==> src/hdl/nec_ir_pkg.sv <==
package nec_ir_pkg;

  localparam int unsigned CfgDataW = 32;
  localparam int unsigned CfgIdxW  = 2;

  typedef enum logic [CfgIdxW-1:0] {
    CFG_HEADER = 2'd0,
    CFG_ZERO   = 2'd1,
    CFG_ONE    = 2'd2,
    CFG_WRAP   = 2'd3
  } cfg_idx_e;

  localparam logic [15:0] HeaderNominalRst = 16'd13500;
  localparam logic [15:0] ZeroNominalRst   = 16'd1124;
  localparam logic [15:0] OneNominalRst    = 16'd2248;
  localparam logic [31:0] WrapCountRst     = 32'hFFFF_FFFF;

  localparam logic [5:0]  FrameBits = 6'd32;
  localparam logic [31:0] MsbMask   = 32'h8000_0000;

  typedef struct packed {
    logic [15:0] header_nominal_us;
    logic [15:0] zero_nominal_us;
    logic [15:0] one_nominal_us;
    logic [31:0] wrap_count;
  } cfg_t;

  typedef struct packed {
    logic       valid;
    logic [7:0] address;
    logic [7:0] command;
  } frame_t;

endpackage

==> src/hdl/nec_ir_ifs.sv <==
interface nec_ir_edge_if;
  logic        valid;
  logic        ready;
  logic [31:0] edge_time_us;

  modport source (output valid, output edge_time_us, input ready);
  modport sink   (input valid, input edge_time_us, output ready);
endinterface

interface nec_ir_frame_if;
  logic       valid;
  logic       ready;
  logic [7:0] address;
  logic [7:0] command;

  modport source (output valid, output address, output command, input ready);
  modport sink   (input valid, input address, input command, output ready);
endinterface

==> src/hdl/nec_ir_cfg.sv <==
module nec_ir_cfg (
  input  logic                                clk_i,
  input  logic                                rst_ni,
  input  logic                                cfg_we_i,
  input  logic [nec_ir_pkg::CfgIdxW-1:0]      cfg_idx_i,
  input  logic [nec_ir_pkg::CfgDataW-1:0]     cfg_data_i,
  output nec_ir_pkg::cfg_t                    cfg_o
);

  nec_ir_pkg::cfg_t cfg_d, cfg_q;

  always_comb begin
    cfg_d = cfg_q;
    if (cfg_we_i) begin
      unique case (nec_ir_pkg::cfg_idx_e'(cfg_idx_i))
        nec_ir_pkg::CFG_HEADER: cfg_d.header_nominal_us = cfg_data_i[15:0];
        nec_ir_pkg::CFG_ZERO:   cfg_d.zero_nominal_us   = cfg_data_i[15:0];
        nec_ir_pkg::CFG_ONE:    cfg_d.one_nominal_us    = cfg_data_i[15:0];
        nec_ir_pkg::CFG_WRAP:   cfg_d.wrap_count        = cfg_data_i;
        default: ;
      endcase
    end
  end

  always_ff @(posedge clk_i or negedge rst_ni) begin
    if (!rst_ni) begin
      cfg_q.header_nominal_us <= nec_ir_pkg::HeaderNominalRst;
      cfg_q.zero_nominal_us   <= nec_ir_pkg::ZeroNominalRst;
      cfg_q.one_nominal_us    <= nec_ir_pkg::OneNominalRst;
      cfg_q.wrap_count        <= nec_ir_pkg::WrapCountRst;
    end else begin
      cfg_q <= cfg_d;
    end
  end

  assign cfg_o = cfg_q;

endmodule

==> src/hdl/nec_ir_match.sv <==
module nec_ir_match (
  input  logic [31:0] interval_i,
  input  logic [15:0] nominal_i,
  output logic        hit_o
);

  logic [34:0] scaled;
  logic [17:0] lo;
  logic [18:0] hi;

  // +/-20 percent window: 4*n <= 5*i <= 6*n
  assign scaled = {interval_i, 2'b00} + {3'b000, interval_i};
  assign lo     = {nominal_i, 2'b00};
  assign hi     = {1'b0, nominal_i, 2'b00} + {2'b00, nominal_i, 1'b0};
  assign hit_o  = (scaled >= {17'd0, lo}) && (scaled <= {16'd0, hi});

endmodule

==> src/hdl/nec_ir_core.sv <==
module nec_ir_core (
  input  logic                  clk_i,
  input  logic                  rst_ni,
  input  logic                  fire_i,
  input  logic [31:0]           edge_time_i,
  input  nec_ir_pkg::cfg_t      cfg_i,
  output nec_ir_pkg::frame_t    res_o
);

  logic [31:0] last_d, last_q;
  logic        data_d, data_q;
  logic [5:0]  cnt_d, cnt_q;
  logic [31:0] word_d, word_q;
  logic [31:0] interval;
  logic        hdr_hit, zero_hit, one_hit, is_one;

  always_comb begin
    if (edge_time_i > last_q) begin
      interval = edge_time_i - last_q;
    end else begin
      // counter wrapped or repeated timestamp
      interval = cfg_i.wrap_count - last_q + edge_time_i;
    end
  end

  nec_ir_match u_hdr (
    .interval_i (interval),
    .nominal_i  (cfg_i.header_nominal_us),
    .hit_o      (hdr_hit)
  );

  nec_ir_match u_zero (
    .interval_i (interval),
    .nominal_i  (cfg_i.zero_nominal_us),
    .hit_o      (zero_hit)
  );

  nec_ir_match u_one (
    .interval_i (interval),
    .nominal_i  (cfg_i.one_nominal_us),
    .hit_o      (one_hit)
  );

  // zero wins where the windows overlap
  assign is_one = !zero_hit && one_hit;

  always_comb begin
    last_d = last_q;
    data_d = data_q;
    cnt_d  = cnt_q;
    word_d = word_q;
    res_o  = '0;
    if (fire_i) begin
      last_d = edge_time_i;
      if (data_q) begin
        if (zero_hit || is_one) begin
          if (is_one) begin
            word_d = word_q | (nec_ir_pkg::MsbMask >> cnt_q[4:0]);
          end
          cnt_d = cnt_q + 6'd1;
          if (cnt_d == nec_ir_pkg::FrameBits) begin
            res_o.valid   = 1'b1;
            res_o.address = word_d[31:24];
            res_o.command = word_d[15:8];
            data_d        = 1'b0;
          end
        end else begin
          data_d = 1'b0;
        end
      end else if (hdr_hit) begin
        cnt_d  = '0;
        word_d = '0;
        data_d = 1'b1;
      end
    end
  end

  always_ff @(posedge clk_i or negedge rst_ni) begin
    if (!rst_ni) begin
      last_q <= '0;
      data_q <= 1'b0;
      cnt_q  <= '0;
      word_q <= '0;
    end else begin
      last_q <= last_d;
      data_q <= data_d;
      cnt_q  <= cnt_d;
      word_q <= word_d;
    end
  end

endmodule

==> src/hdl/nec_ir_frame_decoder_top.sv <==
// a frame's last item is registered at the input, its result then registered at the output
// one item per cycle unless the output stalls; frame state updates in a single register stage
// an item waits in the input register only while a finished result is held on the output
// reset (rst_ni low, asynchronous) empties both registers, returns the decoder to idle
// and loads the nominal intervals and wrap count with their defaults
module nec_ir_frame_decoder_top (
  input  logic                              clk_i,
  input  logic                              rst_ni,
  input  logic                              cfg_we_i,
  input  logic [nec_ir_pkg::CfgIdxW-1:0]    cfg_idx_i,
  input  logic [nec_ir_pkg::CfgDataW-1:0]   cfg_data_i,
  nec_ir_edge_if.sink                       edge_i,
  nec_ir_frame_if.source                    frame_o
);

  nec_ir_pkg::cfg_t   cfg;
  nec_ir_pkg::frame_t res;

  logic        in_vld_d, in_vld_q;
  logic [31:0] edge_d, edge_q;
  logic        out_vld_d, out_vld_q;
  logic [7:0]  addr_d, addr_q;
  logic [7:0]  cmd_d, cmd_q;
  logic        fire;
  logic        in_acc;

  nec_ir_cfg u_cfg (
    .clk_i      (clk_i),
    .rst_ni     (rst_ni),
    .cfg_we_i   (cfg_we_i),
    .cfg_idx_i  (cfg_idx_i),
    .cfg_data_i (cfg_data_i),
    .cfg_o      (cfg)
  );

  // the held item advances once the output slot is free or being taken
  assign fire         = in_vld_q && (!out_vld_q || frame_o.ready);
  assign edge_i.ready = !in_vld_q || fire;
  assign in_acc       = edge_i.valid && edge_i.ready;

  nec_ir_core u_core (
    .clk_i       (clk_i),
    .rst_ni      (rst_ni),
    .fire_i      (fire),
    .edge_time_i (edge_q),
    .cfg_i       (cfg),
    .res_o       (res)
  );

  always_comb begin
    in_vld_d = in_vld_q;
    edge_d   = edge_q;
    if (in_acc) begin
      in_vld_d = 1'b1;
      edge_d   = edge_i.edge_time_us;
    end else if (fire) begin
      in_vld_d = 1'b0;
    end
  end

  always_comb begin
    out_vld_d = out_vld_q;
    addr_d    = addr_q;
    cmd_d     = cmd_q;
    if (fire) begin
      out_vld_d = res.valid;
      if (res.valid) begin
        addr_d = res.address;
        cmd_d  = res.command;
      end
    end else if (frame_o.ready) begin
      out_vld_d = 1'b0;
    end
  end

  always_ff @(posedge clk_i or negedge rst_ni) begin
    if (!rst_ni) begin
      in_vld_q  <= 1'b0;
      out_vld_q <= 1'b0;
    end else begin
      in_vld_q  <= in_vld_d;
      out_vld_q <= out_vld_d;
    end
  end

  always_ff @(posedge clk_i) begin
    edge_q <= edge_d;
    addr_q <= addr_d;
    cmd_q  <= cmd_d;
  end

  assign frame_o.valid   = out_vld_q;
  assign frame_o.address = addr_q;
  assign frame_o.command = cmd_q;

endmodule

==> src/flat_wrapper.sv <==
// flat-port wrapper written by rule: the top's interface ports become plain ports
module nec_ir_frame_decoder_top_flat 
  (clk_i, rst_ni, cfg_we_i, cfg_idx_i, cfg_data_i, edge_i_valid, edge_i_edge_time_us, edge_i_ready, frame_o_valid, frame_o_address, frame_o_command, frame_o_ready);
  nec_ir_edge_if edge_i_i ();
  nec_ir_frame_if frame_o_i ();
  input  logic clk_i;
  input  logic rst_ni;
  input  logic cfg_we_i;
  input  logic [nec_ir_pkg::CfgIdxW-1:0] cfg_idx_i;
  input  logic [nec_ir_pkg::CfgDataW-1:0] cfg_data_i;
  input wire logic [$bits(edge_i_i.valid)-1:0] edge_i_valid;
  input wire logic [$bits(edge_i_i.edge_time_us)-1:0] edge_i_edge_time_us;
  output wire logic [$bits(edge_i_i.ready)-1:0] edge_i_ready;
  output wire logic [$bits(frame_o_i.valid)-1:0] frame_o_valid;
  output wire logic [$bits(frame_o_i.address)-1:0] frame_o_address;
  output wire logic [$bits(frame_o_i.command)-1:0] frame_o_command;
  input wire logic [$bits(frame_o_i.ready)-1:0] frame_o_ready;
  assign edge_i_i.valid = edge_i_valid;
  assign edge_i_i.edge_time_us = edge_i_edge_time_us;
  assign edge_i_ready = edge_i_i.ready;
  assign frame_o_valid = frame_o_i.valid;
  assign frame_o_address = frame_o_i.address;
  assign frame_o_command = frame_o_i.command;
  assign frame_o_i.ready = frame_o_ready;
  nec_ir_frame_decoder_top u_core (.clk_i(clk_i), .rst_ni(rst_ni), .cfg_we_i(cfg_we_i), .cfg_idx_i(cfg_idx_i), .cfg_data_i(cfg_data_i), .edge_i(edge_i_i), .frame_o(frame_o_i));
endmodule
==> config.mk <==
export PLATFORM = sky130hd
export DESIGN_NAME = nec_ir_frame_decoder_top_flat
export DESIGN_NICKNAME = d
export VERILOG_FILES = /design/src/hdl/nec_ir_pkg.sv /design/src/hdl/nec_ir_ifs.sv /design/src/hdl/nec_ir_cfg.sv /design/src/hdl/nec_ir_match.sv /design/src/hdl/nec_ir_core.sv /design/src/hdl/nec_ir_frame_decoder_top.sv /design/src/flat_wrapper.sv
export SDC_FILE = /design/constraint.sdc
export NUM_CORES = 1
export LEC_CHECK = 0
export BUFFER_PORTS_ARGS = -buffer_cell sky130_fd_sc_hd__buf_4
export CAP_MARGIN = 20
export CORE_MARGIN = 2
export CORE_UTILIZATION = 45
export DETAILED_ROUTE_END_ITERATION = 16
export SLEW_MARGIN = 0
export SYNTH_ARGS = -nofsm -noshare
export SYNTH_HDL_FRONTEND = slang
export SYNTH_HIERARCHICAL = 1
export SYNTH_SLANG_ARGS = --single-unit
==> constraint.sdc <==
create_clock -name clk_i -period 10 [get_ports clk_i]
set_input_delay 1.5 -clock clk_i [delete_from_list [all_inputs] [get_ports clk_i]]
set_output_delay 1.5 -clock clk_i [all_outputs]
set_load 0.03 [all_outputs]
==> out/metrics.yaml <==
synth_compound_area_share_pct: 22.67
num_io_pins: 89
r2r-start: "u_core/edge_q[0]"
drv_slew: 0
vias_per_cell: 5.844
htreeDepth: 4
synth_top_area_share_pct: 18.20
setup-violations-final: 0
drtAntennaViolNets: 0
grt_max_degree: 72
hp-start: "u_core/u_core/word_q[31]"
cts.sinks: 185
grt_pass1_vias: 18488
cp-start-kind: "register"
synth-edff-count: 48
grt_overflow: 0
hold_path_depth: 2
path_class: "register to register"
first_pass_iters: 6
worstSkewPairLatency_ns: 0.51
cts-root-buf: "clkbuf_16"
cts_resized: 0
cts_tree: "done"
synth_warnings: 6
critPathSlowestCell: "mux2i_1"
status: "finished, final reports clean"
path_buf_inv: 5
hold_ws_ns: 0.4964
grtUsageTotal_pct: 23.66
synth_area_per_cell_um2: 8.571
rsz0062_at_grt: "no"
synth_mux_area_share_pct: 6.196
dp_hpwl_um: 46580
row_count: 79
r2r-end: "u_core/frame_o.address[5]"
yosysTopAreaCell: "ha_1"
detail_route.wirelength_um: 58030
ys_ff_latch: 185
clk_pin_slew_ns: 0.08
synth_ff_type: "dfrtp_1"
slowest_delay_ns: 0.86
die-area_um2: 49280
yosys.area_share.adder_pct: 21.75
nets: 2980
hold_path_class: "register to register"
worst_ep_required_time_ns: 10.19
worst-endpoint-arrival_ns: 9.39
cts_post_setup_buffers_inserted: 0
antenna_found_initial: 1
synth_xor_area_share_pct: 6.184
drive_gt1_share_pct: 12.63
syn_inst: 2495
critPathLaunch: "u_core/edge_q[0]"
worst_r2r_path_depth: 36
synth_area_um2: 21390
maxCapViolations: 0
hold_end: "u_core/u_core/word_q[31]"
ys_types: 90
max_slew_margin_pct: 24.80
synth_async_sr_flop_share_pct: 74.05
seq_area_frac_synth_pct: 23.05
areaGrowthSynthToFinish_pct: 8.759
io_buffers: 88
min_period_ns: 9.209
path_delay_family: "compound AO/OA/AOI/OAI gates"
syn_nets: 2915
fp.dieW_um: 222
clk_path_buf_depth: 2
worst_pin_slew_ns: 1.097
synth_top_family_by_area: "compound AO/OA/AOI/OAI gates"
wl_per_cell_um: 18.24
cts_hold_buf: 0
drt_iter0_markers: 1142
fill_cells: 4440
cts-buffers-inserted: 17
drc: 0
synth-simple-area-share_pct: 14.18
finalClockSkew_ns: 0.01854
die_h_um: 222
num_vias: 18589
worstSetupEndpointType: "register"
place_congestion: 0.9177
tns_ns: 0
finalHoldViolCount: 0
core_area_um2: 46750
synth_area_leaders: "ha_1 (18%), dfrtp_1 (10%), edfxtp_1 (6.7%)"
reg2reg_slack_ns: 0.79
cp_max_fo: 17
grt_pass1_wl_um: 94100
period_share_pct: 92.09
initial_core_util_pct: 45.74
final_util_pct: 49.75
max_freq_ghz: 0.1086
==> per-layer routing <==
metal | share of wire, % | track usage (%) | up-vias
li1 | - | - | 9172
met1 | 47 | 31.57 | 8908
met2 | 47 | 40.27 | 426
met3 | 3.3 | 2.690 | 83
met4 | 2.0 | 7.018 | 0
met5 | 0 | 0 | -
==> worst min-delay path: stages (launching register included) <==
cell	delay (ns)
dfrtp_1	0.35
a21oi_1	0.04
nor2_1	0.07
==> flip-flops by register name, indices dropped and copies added, names as in the netlist <==
name / flops
u_core/u_cfg/cfg_o: 80
u_core/u_core/cnt_q: 6
u_core/frame_o.address: 8
u_core/u_core/data_q: 1
u_core/frame_o.command: 8
u_core/in_vld_q: 1
u_core/u_core/word_q: 16
u_core/u_core/last_q: 32
u_core/frame_o.valid: 1
u_core/edge_q: 32
==> layout make-up <==
cell class / instances / area [µm²] / share of cell area, %
clock buffers: 21 / 461.7 / 1.985
multi-input cells: 1985 / 15190 / 65.33
repair buffers: 107 / 819.5 / 3.524
clock inverters: 11 / 100.1 / 0.4304
flip-flops and latches: 185 / 4930 / 21.20
diodes: 1 / 2.502 / 0.01076
well taps: 607 / 759.5 / 3.265
inverters: 264 / 991.0 / 4.261
==> synthesized netlist by cell type, types with 42 or more instances <==
library cell and n:
nand4_1 46, mux2_2 81, a21oi_1 250, nand2_1 206
a21o_1 77, clkbuf_1 42, edfxtp_1 48, nor2_1 128
o21ai_0 145, xor2_1 54, nand3_1 43, xnor2_1 97
dfstp_2 48, inv_1 263, ha_1 311, dfrtp_1 89
==> how the worst max path moves through the flow <==
stage                                endpoint  depth (start not counted)  slack (ns)
floorplan           u_core/frame_o.address[0]                         36        1.90
global placement    u_core/frame_o.command[1]                         36        1.04
detailed placement  u_core/frame_o.command[2]                         35        0.92
CTS                 u_core/frame_o.address[5]                         35        0.85
global route        u_core/frame_o.address[5]                         36        0.15
finish              u_core/frame_o.address[5]                         36        0.79
==> cells by family (layout without fill, tap and decap cells) <==
logic type / after synthesis / count (layout)
DFF: 185 / 185
AOI/OAI and AO/OA: 752 / 752
and+or+nand+nor: 611 / 611
adders and majority gates: 349 / 349
xor gates and xnor gates: 151 / 151
buffers and inverters: 325 / 403
other: 0 / 1
muxes: 122 / 122
==> placed cells by master (no fill, tap or decap), types with 12 or more instances in the layout <==
master,netlist,layout
a31oi_1,17,17
a21oi_1,250,250
mux2_2,81,81
o22ai_1,18,18
dfrtp_1,89,89
and3_1,25,25
xnor2_1,97,97
fa_1,38,38
dfstp_2,48,48
clkbuf_16,0,18
a21o_1,77,77
o21a_1,34,34
o21ai_0,145,145
nor4_1,20,20
nor3_1,21,21
o21bai_1,18,18
ha_1,311,311
buf_4,1,105
and2_1,18,17
a211oi_1,24,24
o211ai_1,20,20
edfxtp_1,48,48
mux2i_1,39,39
nor2_1,128,128
xor2_1,54,54
o21ai_1,15,15
o2111ai_1,12,12
nand4_1,46,46
nand2_1,206,206
inv_1,263,263
nand3_1,43,42
nor2b_1,30,30
nand2b_1,19,19
==> per-stage QoR <==
step / std cells / area [µm²] / setup WS, ns
finish: 3181 / 23260 / 0.7906
global route: 3180 / 23260 / 0.1487
CTS: 3179 / 23240 / 0.8537
detailed placement: 3147 / 22670 / 0.9190
global placement: 3147 / 22670 / 1.040
floorplan: 2495 / 21390 / 1.898
Power is not shown: default switching activity piles up to over one toggle a cycle in this logic, so the estimate is an artifact.
